### config.mk
export PLATFORM = sky130hd
export DESIGN_NAME = median_3x3_filter
export DESIGN_NICKNAME = d
export VERILOG_FILES = /design/src/hw/rtl/mf3_pkg.sv /design/src/hw/rtl/mf3_lane.sv /design/src/hw/rtl/mf3_merge.sv /design/src/hw/rtl/mf3_ctrl.sv /design/src/hw/rtl/median_3x3_filter.sv
export SDC_FILE = /design/constraint.sdc
export NUM_CORES = 1
export LEC_CHECK = 0
export ABC_AREA = 1
export BUFFER_PORTS_ARGS = -buffer_cell sky130_fd_sc_hd__buf_4
export CAP_MARGIN = 20
export CORE_UTILIZATION = 23
export DETAILED_ROUTE_END_ITERATION = 6
export PLACE_DENSITY_LB_ADDON = 0.08
export SKIP_CTS_REPAIR_TIMING = 1
export SLEW_MARGIN = 5
export SYNTH_ARGS = -nofsm -noshare
export SYNTH_HDL_FRONTEND = slang
export SYNTH_HIERARCHICAL = 1
export SYNTH_SLANG_ARGS = --single-unit
export TNS_END_PERCENT = 1
### constraint.sdc
create_clock -name clock -period 13.95 [get_ports clock]
set_input_delay 1.395 -clock clock [delete_from_list [all_inputs] [get_ports clock]]
set_output_delay 1.395 -clock clock [all_outputs]
set_load 0.02 [all_outputs]
### src/hw/rtl/mf3_pkg.sv
`default_nettype none
package mf3_pkg;

   // Default and widest pixel width
   localparam int PIXEL_BITS_DEF = 8;
   localparam int PIX_MAX_BITS   = 16;

   typedef logic [PIX_MAX_BITS-1:0] mf3_pix_type;

   // Columns held for the open row
   typedef enum logic [2:0] {
      HELD_NONE = 3'b001,
      HELD_ONE  = 3'b010,
      HELD_TWO  = 3'b100
   } mf3_held_type;

   // Control that travels with a window through the stages
   typedef struct packed {
      logic valid;
      logic done;
   } mf3_tag_type;

   function automatic mf3_pix_type min2(input mf3_pix_type a, input mf3_pix_type b);
      return (a < b) ? a : b;
   endfunction

   function automatic mf3_pix_type max2(input mf3_pix_type a, input mf3_pix_type b);
      return (a > b) ? a : b;
   endfunction

   // Median of three values
   function automatic mf3_pix_type mid3(input mf3_pix_type a, input mf3_pix_type b,
                                        input mf3_pix_type c);
      return max2(min2(a, b), min2(max2(a, b), c));
   endfunction

endpackage
`default_nettype wire

### src/hw/rtl/mf3_lane.sv
`default_nettype none
// Sort one window column: smallest, middle and largest of its three pixels.
module mf3_lane #(
   parameter int PIXEL_BITS = mf3_pkg::PIXEL_BITS_DEF
) (
   input  wire logic [3*PIXEL_BITS-1:0] column,
   output logic      [PIXEL_BITS-1:0]   pix_lo,
   output logic      [PIXEL_BITS-1:0]   pix_mid,
   output logic      [PIXEL_BITS-1:0]   pix_hi
);

   mf3_pkg::mf3_pix_type p, q, r;

   assign p = mf3_pkg::mf3_pix_type'(column[PIXEL_BITS-1:0]);
   assign q = mf3_pkg::mf3_pix_type'(column[2*PIXEL_BITS-1:PIXEL_BITS]);
   assign r = mf3_pkg::mf3_pix_type'(column[3*PIXEL_BITS-1:2*PIXEL_BITS]);

   assign pix_lo  = PIXEL_BITS'(mf3_pkg::min2(p, mf3_pkg::min2(q, r)));
   assign pix_hi  = PIXEL_BITS'(mf3_pkg::max2(p, mf3_pkg::max2(q, r)));
   assign pix_mid = PIXEL_BITS'(mf3_pkg::mid3(p, q, r));

endmodule
`default_nettype wire

### src/hw/rtl/mf3_merge.sv
`default_nettype none
// Combine the three sorted columns into the nine-pixel median.
module mf3_merge #(
   parameter int PIXEL_BITS = mf3_pkg::PIXEL_BITS_DEF
) (
   input  wire logic [2:0][PIXEL_BITS-1:0] lane_lo,
   input  wire logic [2:0][PIXEL_BITS-1:0] lane_mid,
   input  wire logic [2:0][PIXEL_BITS-1:0] lane_hi,
   output logic           [PIXEL_BITS-1:0] median
);

   mf3_pkg::mf3_pix_type lo_max, hi_min, mid_mid;

   // Largest minimum, smallest maximum, median of medians
   always_comb begin
      lo_max  = mf3_pkg::max2(mf3_pkg::max2(mf3_pkg::mf3_pix_type'(lane_lo[0]),
                                            mf3_pkg::mf3_pix_type'(lane_lo[1])),
                              mf3_pkg::mf3_pix_type'(lane_lo[2]));
      hi_min  = mf3_pkg::min2(mf3_pkg::min2(mf3_pkg::mf3_pix_type'(lane_hi[0]),
                                            mf3_pkg::mf3_pix_type'(lane_hi[1])),
                              mf3_pkg::mf3_pix_type'(lane_hi[2]));
      mid_mid = mf3_pkg::mid3(mf3_pkg::mf3_pix_type'(lane_mid[0]),
                              mf3_pkg::mf3_pix_type'(lane_mid[1]),
                              mf3_pkg::mf3_pix_type'(lane_mid[2]));
   end

   assign median = PIXEL_BITS'(mf3_pkg::mid3(lo_max, mid_mid, hi_min));

endmodule
`default_nettype wire

### src/hw/rtl/mf3_ctrl.sv
`default_nettype none
// Column history and window issue. Each accepted column yields zero, one or
// two windows; a second window (row end) waits in a one-entry hold register.
module mf3_ctrl #(
   parameter int PIXEL_BITS = mf3_pkg::PIXEL_BITS_DEF
) (
   input  wire logic                    clock,
   input  wire logic                    reset,
   input  wire logic                    in_valid,
   output logic                         in_ready,
   input  wire logic [3*PIXEL_BITS-1:0] in_column,
   input  wire logic                    in_first,
   input  wire logic                    in_last,
   output mf3_pkg::mf3_tag_type         win_tag,
   output logic      [3*PIXEL_BITS-1:0] win_left,
   output logic      [3*PIXEL_BITS-1:0] win_mid,
   output logic      [3*PIXEL_BITS-1:0] win_right,
   input  wire logic                    win_ready
);

   localparam int COL_BITS = 3 * PIXEL_BITS;

   mf3_pkg::mf3_held_type held_ff, held_in;
   logic [COL_BITS-1:0]   left_ff, left_in, middle_ff, middle_in;

   mf3_pkg::mf3_tag_type  tag_ff, tag_in, pend_tag_ff, pend_tag_in;
   logic [COL_BITS-1:0]   wl_ff, wl_in, wm_ff, wm_in, wr_ff, wr_in;
   logic [COL_BITS-1:0]   pl_ff, pl_in, pm_ff, pm_in;

   logic                  stage_ready, accept, restart;
   logic                  j1_valid, j1_done, j2_valid;
   logic [COL_BITS-1:0]   j1_l, j1_m, j1_r;

   assign stage_ready = !tag_ff.valid || win_ready;
   assign in_ready    = stage_ready && !pend_tag_ff.valid;
   assign accept      = in_valid && in_ready;
   assign restart     = in_first || (held_ff == mf3_pkg::HELD_NONE);

   // Update the column history and form the windows of this transaction
   always_comb begin
      held_in   = held_ff;
      left_in   = left_ff;
      middle_in = middle_ff;
      j1_valid  = 1'b0;
      j1_done   = 1'b0;
      j1_l      = in_column;
      j1_m      = in_column;
      j1_r      = in_column;
      j2_valid  = 1'b0;
      if (accept) begin
         if (restart) begin
            if (in_last) begin
               // one-column row: the column is its own neighbor on both sides
               j1_valid = 1'b1;
               j1_done  = 1'b1;
               held_in  = mf3_pkg::HELD_NONE;
            end else begin
               middle_in = in_column;
               held_in   = mf3_pkg::HELD_ONE;
            end
         end else begin
            j1_valid = 1'b1;
            case (held_ff)
               mf3_pkg::HELD_ONE: j1_l = in_column;   // mirror at the left edge
               default:           j1_l = left_ff;
            endcase
            j1_m      = middle_ff;
            left_in   = middle_ff;
            middle_in = in_column;
            held_in   = mf3_pkg::HELD_TWO;
            if (in_last) begin
               j2_valid = 1'b1;
               held_in  = mf3_pkg::HELD_NONE;
            end
         end
      end
   end

   // Advance the window register, taking the held window first
   always_comb begin
      tag_in      = tag_ff;
      wl_in       = wl_ff;
      wm_in       = wm_ff;
      wr_in       = wr_ff;
      pend_tag_in = pend_tag_ff;
      pl_in       = pl_ff;
      pm_in       = pm_ff;
      if (stage_ready) begin
         if (pend_tag_ff.valid) begin
            tag_in            = pend_tag_ff;
            wl_in             = pl_ff;
            wm_in             = pm_ff;
            wr_in             = pl_ff;
            pend_tag_in.valid = 1'b0;
         end else begin
            tag_in.valid = j1_valid;
            tag_in.done  = j1_done;
            wl_in        = j1_l;
            wm_in        = j1_m;
            wr_in        = j1_r;
         end
      end
      // last column: its right neighbor mirrors back to the previous column
      if (j2_valid) begin
         pend_tag_in.valid = 1'b1;
         pend_tag_in.done  = 1'b1;
         pl_in             = middle_ff;
         pm_in             = in_column;
      end
   end

   always_ff @(posedge clock) begin
      if (reset) begin
         held_ff     <= mf3_pkg::HELD_NONE;
         tag_ff      <= '0;
         pend_tag_ff <= '0;
      end else begin
         held_ff     <= held_in;
         tag_ff      <= tag_in;
         pend_tag_ff <= pend_tag_in;
      end
   end

   always_ff @(posedge clock) begin
      left_ff   <= left_in;
      middle_ff <= middle_in;
      wl_ff     <= wl_in;
      wm_ff     <= wm_in;
      wr_ff     <= wr_in;
      pl_ff     <= pl_in;
      pm_ff     <= pm_in;
   end

   assign win_tag   = tag_ff;
   assign win_left  = wl_ff;
   assign win_mid   = wm_ff;
   assign win_right = wr_ff;

endmodule
`default_nettype wire

### src/hw/rtl/median_3x3_filter.sv
`default_nettype none
// Channel  Dir  Transaction                  tdata (low bit up)    side
// req_*    in   one window column of a row   above, center, below  tuser=first, tlast=last
// rsp_*    out  one median result            median_pixel          tlast=row_done
//
// One column per cycle is taken while the output is not stalled; a row's last
// column gives two results and holds req_tready low while the second window is issued.
// A column reaches the result it completes through the window register, the three
// sorting lanes into their result register, and the merge into the output register.
// Reset (synchronous) closes any open row and empties all stages.
// A stall on rsp_tready fills the three stages before req_tready drops.
module median_3x3_filter #(
   parameter int PIXEL_BITS = mf3_pkg::PIXEL_BITS_DEF
) (
   input  wire logic                          clock,
   input  wire logic                          reset,
   input  wire logic                          req_tvalid,
   output logic                               req_tready,
   // pixel_above, pixel_center, pixel_below, zero fill
   input  wire logic [((3*PIXEL_BITS+7)/8)*8-1:0] req_tdata,
   // first_of_row
   input  wire logic                          req_tuser,
   input  wire logic                          req_tlast,
   output logic                               rsp_tvalid,
   input  wire logic                          rsp_tready,
   // median_pixel, zero fill
   output logic      [((PIXEL_BITS+7)/8)*8-1:0] rsp_tdata,
   output logic                               rsp_tlast
);

   localparam int COL_BITS      = 3 * PIXEL_BITS;
   localparam int RSP_DATA_BITS = ((PIXEL_BITS + 7) / 8) * 8;

   mf3_pkg::mf3_tag_type             win_tag;
   logic [2:0][COL_BITS-1:0]         win_cols;
   logic                             s1_ready, s2_ready;

   logic [2:0][PIXEL_BITS-1:0]       lane_lo, lane_mid, lane_hi;
   logic [2:0][PIXEL_BITS-1:0]       lo_ff, mid_ff, hi_ff;
   mf3_pkg::mf3_tag_type             s1_tag_ff, s1_tag_in;
   logic [PIXEL_BITS-1:0]            median;

   logic                             rsp_valid_ff, rsp_valid_in, rsp_last_ff, rsp_last_in;
   logic [PIXEL_BITS-1:0]            rsp_pix_ff, rsp_pix_in;

   mf3_ctrl #(.PIXEL_BITS(PIXEL_BITS)) u_ctrl (
      .clock     (clock),
      .reset     (reset),
      .in_valid  (req_tvalid),
      .in_ready  (req_tready),
      .in_column (req_tdata[COL_BITS-1:0]),
      .in_first  (req_tuser),
      .in_last   (req_tlast),
      .win_tag   (win_tag),
      .win_left  (win_cols[0]),
      .win_mid   (win_cols[1]),
      .win_right (win_cols[2]),
      .win_ready (s1_ready)
   );

   // One sorting lane per window column
   for (genvar g = 0; g < 3; g++) begin : g_lane
      mf3_lane #(.PIXEL_BITS(PIXEL_BITS)) u_lane (
         .column  (win_cols[g]),
         .pix_lo  (lane_lo[g]),
         .pix_mid (lane_mid[g]),
         .pix_hi  (lane_hi[g])
      );
   end

   assign s2_ready = !rsp_valid_ff || rsp_tready;
   assign s1_ready = !s1_tag_ff.valid || s2_ready;

   // Hold or advance the lane results
   always_comb begin
      s1_tag_in = s1_ready ? win_tag : s1_tag_ff;
   end

   always_ff @(posedge clock) begin
      if (s1_ready) begin
         lo_ff  <= lane_lo;
         mid_ff <= lane_mid;
         hi_ff  <= lane_hi;
      end
   end

   mf3_merge #(.PIXEL_BITS(PIXEL_BITS)) u_merge (
      .lane_lo  (lo_ff),
      .lane_mid (mid_ff),
      .lane_hi  (hi_ff),
      .median   (median)
   );

   // Output register: load when empty or when the current transaction leaves
   always_comb begin
      rsp_valid_in = rsp_valid_ff;
      rsp_last_in  = rsp_last_ff;
      rsp_pix_in   = rsp_pix_ff;
      if (s2_ready) begin
         rsp_valid_in = s1_tag_ff.valid;
         rsp_last_in  = s1_tag_ff.done;
         rsp_pix_in   = median;
      end
   end

   always_ff @(posedge clock) begin
      if (reset) begin
         s1_tag_ff    <= '0;
         rsp_valid_ff <= 1'b0;
      end else begin
         s1_tag_ff    <= s1_tag_in;
         rsp_valid_ff <= rsp_valid_in;
      end
   end

   always_ff @(posedge clock) begin
      rsp_last_ff <= rsp_last_in;
      rsp_pix_ff  <= rsp_pix_in;
   end

   assign rsp_tvalid = rsp_valid_ff;
   assign rsp_tlast  = rsp_last_ff;
   assign rsp_tdata  = RSP_DATA_BITS'(rsp_pix_ff);

endmodule
`default_nettype wire

## Word-level counts from Yosys, hierarchy flattened

Index checks and enable logic that the tools add are counted.

- Memories: 0
- Input port bits: 30
- Word-level logic and storage cells: 138
- Latch bits: 0
- Memory bits (read-only): 0
- Bits in registers: 259
- Memory bits (writable): 0
- Output and inout bits: 11

- Add/sub/neg operators: 0
- Equal/unequal tests: 3
- Bitwise gates (word level): 1
- Muxes and demuxes: 59
- $lt $le $gt $ge: 36
- Shift operators: 0
- Multiply operators: 0
- Div/mod/pow operators: 0
- Reductions and logical operators: 13

Operators with widths:

| cell | count |
|---|---|
| 24-bit 2-to-1 mux | 10 |
| 8-bit 2-to-1 mux | 29 |
| 16-bit 2-to-1 mux | 7 |
| 8-bit by 16-bit > comparator with 1-bit output | 6 |
| 16-bit by 8-bit < comparator with 1-bit output | 5 |
| 8-bit > comparator | 8 |
| 8-bit < comparator | 8 |
| 16-bit > comparator | 3 |
| 8-bit by 16-bit < comparator with 1-bit output | 3 |
| 16-bit < comparator | 2 |
| 16-bit by 8-bit > comparator with 1-bit output | 1 |
| 1-bit 2-to-1 mux | 8 |
| 2-bit 2-to-1 mux | 3 |
| 3-bit 2-to-1 mux | 2 |
| 1-bit logical NOT | 4 |
| 1-bit logical OR | 4 |
| 2-bit AND reduction | 2 |
| 3-bit by 1-bit == test with 1-bit output, second input constant | 1 |
| 3-bit by 2-bit == test with 1-bit output, second input constant | 1 |
| 1-bit logical AND | 2 |
| 2-bit inequality test, second input constant | 1 |
| 2-bit nonzero test | 1 |
| 1-bit inverter | 1 |

## Longest topological paths before layout

Gate-level depths: netlist (run 1).

- Depth after elaboration: 12
- Gate-level depth with buffers: 67
- Mapped depth without buffers: 65

## Modules after synthesis

The synthesis (run 1) kept the hierarchy.

Modules (own cells, without submodules):

| module | instances | cells each | seq. area each (µm²) | area each (µm²) |
|---|---|---|---|---|
| mf3_ctrl | 1 | 574 | 5185.0 | 6919.1 |
| mf3_merge | 1 | 542 | 0.0 | 3054.2 |
| median_3x3_filter | 1 | 97 | 2492.4 | 2549.9 |
| mf3_lane (g_lane[0].u_lane) | 1 | 344 | 0.0 | 1955.6 |
| mf3_lane (g_lane[1].u_lane) | 1 | 345 | 0.0 | 1951.9 |
| mf3_lane (g_lane[2].u_lane) | 1 | 342 | 0.0 | 1925.6 |

## Worst setup path after synthesis (run 1)

Ideal clock, no wire load.

- Path kind: reg2reg
- Start point: register mid_ff[7] in the netlist's numbering
- End point: register rsp_pix_ff[0] (netlist: rsp_tdata[0]) (data pin)
- Slack: 5.422 ns
- Library setup time: 0.130 ns
- Period minus slack after synthesis: 8.528 ns
- Arrival: 8.398 ns
- Required time: 13.820 ns
- Cell stages (with the launch flop): 48
- Buffers on the path: 3
- Cells stage by stage: edfxtp_1 > ha_1 > a21o_1 > nor2_2 > nand2_4 > nand2_4 > clkbuf_1 > nand2_1 > o21ai_0 > ha_1 > a21oi_1 > nor2_1 > a211oi_1 > nand2_4 > clkbuf_1 > o21ai_0 > ha_1 > a21oi_1 > [... 12 more ...] > nand2_4 > inv_2 > o21ai_0 > ha_1 > a21oi_1 > nor2_1 > a211oi_2 > nand2_4 > nand2_2 > nand2_1 > ha_1 > nand2_1 > o21ai_0 > nand2_1 > a32oi_1 > clkinv_1 > or2_2 > nand2_1

- Cells in the longest elaborated chain, start to end: 12
- Elaborated cells on any way between the ends: 16
- Those cells by class: 8 x order compare; 8 x mux

RTL lines:

| what | RTL line | RTL |
|---|---|---|
| start, declared | median_3x3_filter.sv:39 | `logic [2:0][PIXEL_BITS-1:0] lo_ff, mid_ff, hi_ff;` |
| start signal, assigned | median_3x3_filter.sv:82 | `mid_ff <= lane_mid;` |
| 8-bit > comparator | mf3_pkg.sv:28 | `return (a > b) ? a : b;` |
| 8-bit 2-to-1 mux | mf3_pkg.sv:28 |  |
| 16-bit by 8-bit < comparator with 1-bit output | mf3_pkg.sv:24 | `return (a < b) ? a : b;` |
| 16-bit 2-to-1 mux | mf3_pkg.sv:24 |  |
| 16-bit > comparator | mf3_pkg.sv:28 |  |
| 16-bit 2-to-1 mux (*) | mf3_pkg.sv:28 |  |
| 16-bit > comparator | mf3_pkg.sv:28 |  |
| 16-bit 2-to-1 mux | mf3_pkg.sv:28 |  |
| 16-bit < comparator | mf3_pkg.sv:24 |  |
| 16-bit 2-to-1 mux | mf3_pkg.sv:24 |  |
| 16-bit > comparator | mf3_pkg.sv:28 |  |
| 8-bit 2-to-1 mux (*) | mf3_pkg.sv:28 |  |
| via median[0] | median_3x3_filter.sv:41 | `logic [PIXEL_BITS-1:0] median;` |
| end signal, assigned | median_3x3_filter.sv:118 | `rsp_pix_ff <= rsp_pix_in;` |
| end, declared | median_3x3_filter.sv:44 | `logic [PIXEL_BITS-1:0] rsp_pix_ff, rsp_pix_in;` |

The timed path passes the listed nets; every way through them passes the cells marked *.
A chain may end at the register's enable or synchronous reset.

## Worst setup path after layout (run 1)

Ends and elaborated chain as after synthesis.

==> results of run 1 <==
layout by cell type (no fill, tap or decap), drive strengths merged:
cell type  instances
nor2              75
a32oi              3
edfxtp           249
clkbuf            48
a22oi              1
a21o               6
ha               210
nand3            202
and3               2
nand4             10
nand3b             2
and2              10
a211oi            13
clkinv            10
o211ai             9
a21oi             98
o21bai             1
bufinv             5
or2                1
dfxtp             10
a31oi              1
o221ai             1
o21a               4
o31ai              1
inv              345
nand2            724
nor3               3
buf               50
clkinvlp           2
o21ai            216
final cells by class:
type                            instances  area (um2)  area share [%]
Clock buffer                           48         977            4.64
Clock inverter                         18         243            1.15
Inverter                              344        1290            6.14
Multi-Input combinational cell       1593        9160            43.6
Sequential cell                       259        7680            36.5
Tap cell                             1050        1310            6.24
Timing Repair Buffer                   50         373            1.77
per-stage QoR:
stage | std cells | setup WS [ns] | hold WS (ns)
detailed placement | 3294 | 4.32 | 0.440
finish | 3362 | 4.34 | 0.443
CTS | 3360 | 4.30 | 0.455
global route | 3362 | 3.34 | 0.470
global placement | 3294 | 4.50 | 0.430
floorplan | 2244 | 5.42 | 0.409
worst max-delay path: cells and delay by family (launching register included):
kind | cells | cell delay, ns
flip-flops | 1 | 0.41
AO/OA/AOI/OAI | 14 | 3.92
AND/OR/NAND/NOR | 22 | 2.69
adder cells (fa/ha/maj) | 6 | 1.91
buffers and inverters | 2 | 0.55
layer usage:
metal	share of wire [%]	vias to the layer above	GRT usage (%)
met2	46	189	23.6
met4	2.5	0	4.26
li1	-	7572	-
met3	3.2	71	1.86
met5	0	-	0
met1	49	6549	19.5
synth_stat cells:
master and n:
edfxtp_1 249, a211oi_4 2, nand4_1 10, ha_1 210
nand3b_1 2, a22oi_1 1, a21o_1 6, o21ai_2 3
o211ai_1 9, or2_2 1, nand2_1 647, dfxtp_1 10
nor3_1 2, inv_1 333, and2_1 10, buf_2 13
a32oi_1 3, a31oi_1 1, and3_1 2, buf_4 4
o21ai_0 161, clkbuf_1 20, a21oi_1 98, nand3_2 4
clkinv_1 1, inv_2 10, o21ai_1 52, nor2_2 8
a211oi_1 7, buf_1 7, nand2_4 18, nand2_8 3
nand2_2 56, o21a_1 4, nor2_8 1, nor2_1 66
o221ai_1 1, o21bai_1 1, nand3_1 197, buf_6 4
nor3_2 1, o31ai_2 1, nand3_4 1, a211oi_2 4
worst max path at each step:
| stage | from | end | slack [ns] | cells past startpoint |
|---|---|---|---|---|
| final | mid_ff[7] | rsp_tdata[0] | 4.34 | 44 |
| after global routing | mid_ff[15] | rsp_tdata[0] | 3.34 | 45 |
| after CTS | mid_ff[15] | rsp_tdata[0] | 4.30 | 45 |
| after detailed placement | mid_ff[7] | rsp_tdata[0] | 4.32 | 44 |
| after global placement | mid_ff[7] | rsp_tdata[0] | 4.50 | 43 |
| after floorplan | mid_ff[7] | rsp_tdata[0] | 5.42 | 47 |
cell families after synthesis:
family	Yosys count	share of synthesized area (%)
adders and majority gates	210	14.3
AOI/OAI and AO/OA	354	10.6
buffers and inverters	392	8.35
DFF	259	41.8
and+or+nand+nor	1029	25.0
==> impl_metrics.tcl, run 1 <==
set metrics [dict create \
    outcome "finished clean" \
    layout.nets 2524 \
    diodes 0 \
    cts_tree "built" \
    die_h_um 285 \
    crit_type "reg2reg" \
    maxCapViolCount 0 \
    synth_area_um2 18400 \
    antenna_found_initial 2 \
    cp.required_ns 14.36 \
    end_kind "flop" \
    core_um2 79000 \
    final_max_slew_viol_count 0 \
    ys_seq_elements 259 \
    tightest_slew_ns 1.05 \
    syn_to_final_growth_pct 14.6 \
    worst_skew_pair.late_latency_ns 0.55 \
    dp_hpwl_mm 45.6 \
    yosysUniqueCellTypes 44 \
    slowest_stage "a32oi_1" \
    antenna_left 0 \
    synthCells 2244 \
    synth.area.top_cells "edfxtp_1 (41%), ha_1 (14%), nand2_1 (13%), inv_1 (6.8%), nand3_1 (5.4%)" \
    r2r_slack_ns 4.34 \
    timing.rr.start "mid_ff[7]" \
    clock_sinks 259 \
    drt-total-wl_mm 58.1 \
    r2r_cells 44 \
    syn_area_per_cell_um2 8.18 \
    wl_per_cell_um 17.3 \
    clkTransAtPathRegs_ns 0.06 \
    start_util_pct 23.2 \
    drive_gt1_share_pct 9.34 \
    hp-class "reg2reg" \
    port_buffers 40 \
    htreeDepth 2 \
    finalInstanceArea_um2 21000 \
    dieArea_um2 80900 \
    maxSlewHeadroom_pct 29.8 \
    hold_viol_final 0 \
    grt_setup_unrepaired "false" \
    clock.fmax_mhz 104 \
    post_drt_via_cell_ratio 4.28 \
    via_count 14381 \
    ys_warn_count 6 \
    crit_path_start_kind "flop" \
    crit_top_cell "nand2_1" \
    die_w_um 285 \
    synth_top_cell_by_area "edfxtp_1" \
    grt_pass1_wl_mm 87.6 \
    drt_iter0_markers 1002 \
    groute.usage.overall_pct 14.4 \
    grt_pass1_vias 14243 \
    ys_seq_area_share_pct 41.8 \
    fill_cells 8499 \
    min-delay-start "s1_tag_ff[0]" \
    arrival_ns 10.03 \
    worst_clock_skew_ns 0.0221 \
    pin_count 41 \
    tns_ns 0 \
    grt_max_degree 77 \
    fp-row-count 103 \
    r2r_end "rsp_tdata[0]" \
    synth_top_cell_area_share_pct 40.7 \
    path_max_fanout 18 \
    routabilityCongestion 0.804 \
    cts.path.max_buffers 3 \
    fin_crit_ns 9.61 \
    synth_fp_nets 2484 \
    min_to "rsp_tlast" \
    hold_depth 0 \
    place_area_um2 19800 \
    grt.overflow.total 0 \
    slowest_delay_ns 0.57 \
    remaining_drc_errors 0 \
    cts_buffers 36 \
    drt_pass1_iterations 5 \
    timing.final.crit_share_pct 68.9 \
    utilization_pct 26.6 \
    finalSetupViolCount 0 \
    clock_tree.root_cell "clkbuf_16" \
]
Power of run 1 is not shown: default switching activity piles up to over one toggle a cycle in this logic, so the estimate is an artifact.
==> inputs of run 2 (changes only) <==
==> constraint.sdc (replaced) <==
create_clock -name clock -period 9.15 [get_ports clock]
set_input_delay 0.915 -clock clock [delete_from_list [all_inputs] [get_ports clock]]
set_output_delay 0.915 -clock clock [all_outputs]
set_load 0.02 [all_outputs]
==> run 2 against run 1 <==
Compared with the run above: wire length shrank 0.72%; maximum frequency grew 16%; first-iteration DRC count shrank 19%; flip-flop and latch count is the same; core utilization is essentially flat; via count grew 0.75%; cell count is the same; global-route usage is essentially flat; hold slack gained 0.00074 ns.
==> impl_metrics.tcl, run 2 (synthesis gave the netlist of run 1 again) <==
set metrics [dict create \
    crit_top_cell "nand2_1" \
    layout_commonest_cell "nand2_1" \
    hold_depth 0 \
    die_h_um 285 \
    r2r_end "rsp_tdata[0]" \
    die_w_um 285 \
    drt_iter0_markers 807 \
    outcome "finished clean" \
    utilization_pct 26.6 \
    dieArea_um2 80900 \
    maxCapViolCount 0 \
    antenna_left 0 \
    fin_ws_ns 0.884 \
    diodes 0 \
    worst_clock_skew_ns 0.0354 \
    drt_pass1_iterations 5 \
    worst_skew_pair.late_latency_ns 0.56 \
    port_buffers 40 \
    drive_gt1_share_pct 9.47 \
    maxSlewHeadroom_pct 30.8 \
    min_to "rsp_tlast" \
    r2r_slack_ns 0.88 \
    routabilityCongestion 0.790 \
    post-place-ws_ns 0.341 \
    syn_to_final_growth_pct 14.5 \
    post_drt_via_cell_ratio 4.31 \
    timing.final.crit_share_pct 90.3 \
    cts_buffers 37 \
    via_count 14489 \
    hold_viol_final 0 \
    tns_ns 0 \
    grt_pass1_vias 14499 \
    clock_sinks 259 \
    tightest_slew_ns 1.04 \
    crit_type "reg2reg" \
    grt_max_degree 77 \
    finalSetupViolCount 0 \
    fin_crit_ns 8.27 \
    grt.overflow.total 0 \
    fill_cells 8510 \
    grt_pass1_wl_mm 88.4 \
    timing.rr.start "mid_ff[7]" \
    core_um2 79000 \
    hp-class "reg2reg" \
    final_max_slew_viol_count 0 \
    final_cell_mix "nand2_1 (647), inv_1 (332), edfxtp_1 (249)" \
    clkTransAtPathRegs_ns 0.05 \
    r2r_cells 44 \
    drt-total-wl_mm 57.7 \
    start_util_pct 23.2 \
    wl_per_cell_um 17.2 \
    groute.usage.overall_pct 14.4 \
    grt_setup_unrepaired "false" \
    remaining_drc_errors 0 \
    antenna_found_initial 1 \
    min-delay-start "s1_tag_ff[0]" \
    cts.path.max_buffers 3 \
    clock.fmax_mhz 121 \
    cts_tree "built" \
    fp-row-count 103 \
    crit_buf_inv 3 \
    clock_tree.root_cell "clkbuf_16" \
    arrival_ns 8.69 \
    layout.nets 2528 \
    slowest_delay_ns 0.41 \
    pin_count 41 \
    htreeDepth 2 \
    path_max_fanout 18 \
    cp.required_ns 9.57 \
    path_delay_family "compound AO/OA/AOI/OAI gates" \
    end_kind "flop" \
    crit_path_start_kind "flop" \
    dp_hpwl_mm 45.4 \
    slowest_stage "edfxtp_1" \
]
run 2: changes by cell type in the layout (fill, tap and decap cells not counted), sizes merged:
cell | before | now
clkbuf | 48 | 45
bufinv | 5 | 2
buf | 50 | 53
clkinv | 10 | 13
run 2: area by class of cell:
cell class / instances / area [um2] / area share, %
clock buffer: 45 / 966 / 4.60
clock inverter: 18 / 193 / 0.917
inverter: 344 / 1290 / 6.15
multi-input combinational: 1593 / 9170 / 43.7
sequential: 259 / 7680 / 36.5
tap: 1050 / 1310 / 6.25
timing repair buffer: 53 / 395 / 1.88
run 2: how the worst max path moves through the flow:
stage / from / to / slack [ns] / depth (start not counted)
after floorplan: mid_ff[7] / rsp_tdata[0] / 0.62 / 47
after global placement: mid_ff[15] / rsp_tdata[0] / 0.51 / 45
after detailed placement: mid_ff[7] / rsp_tdata[0] / 0.34 / 44
after CTS: mid_ff[7] / rsp_tdata[0] / 0.33 / 44
after global routing: mid_ff[15] / rsp_tdata[0] / 0.08 / 46
final: mid_ff[7] / rsp_tdata[0] / 0.88 / 44
run 2: per-stage QoR:
step           area [um2]  std cells  hold WS, ns
2_1_floorplan       18400       2244        0.409
3_3_place_gp        19800       3297        0.432
3_5_place_dp        19800       3297        0.447
4_1_cts             21000       3360        0.453
5_1_grt             21000       3362        0.456
6_report            21000       3362        0.444
run 2: layer usage:
metal / vias up / global-route usage, % / share of wire, %
met5: - / 0 / 0
met4: 0 / 3.28 / 1.8
met3: 55 / 1.77 / 2.6
met2: 171 / 24.0 / 47
met1: 6697 / 19.7 / 49
li1: 7566 / - / -
Power of run 2 is left out for the same reason.
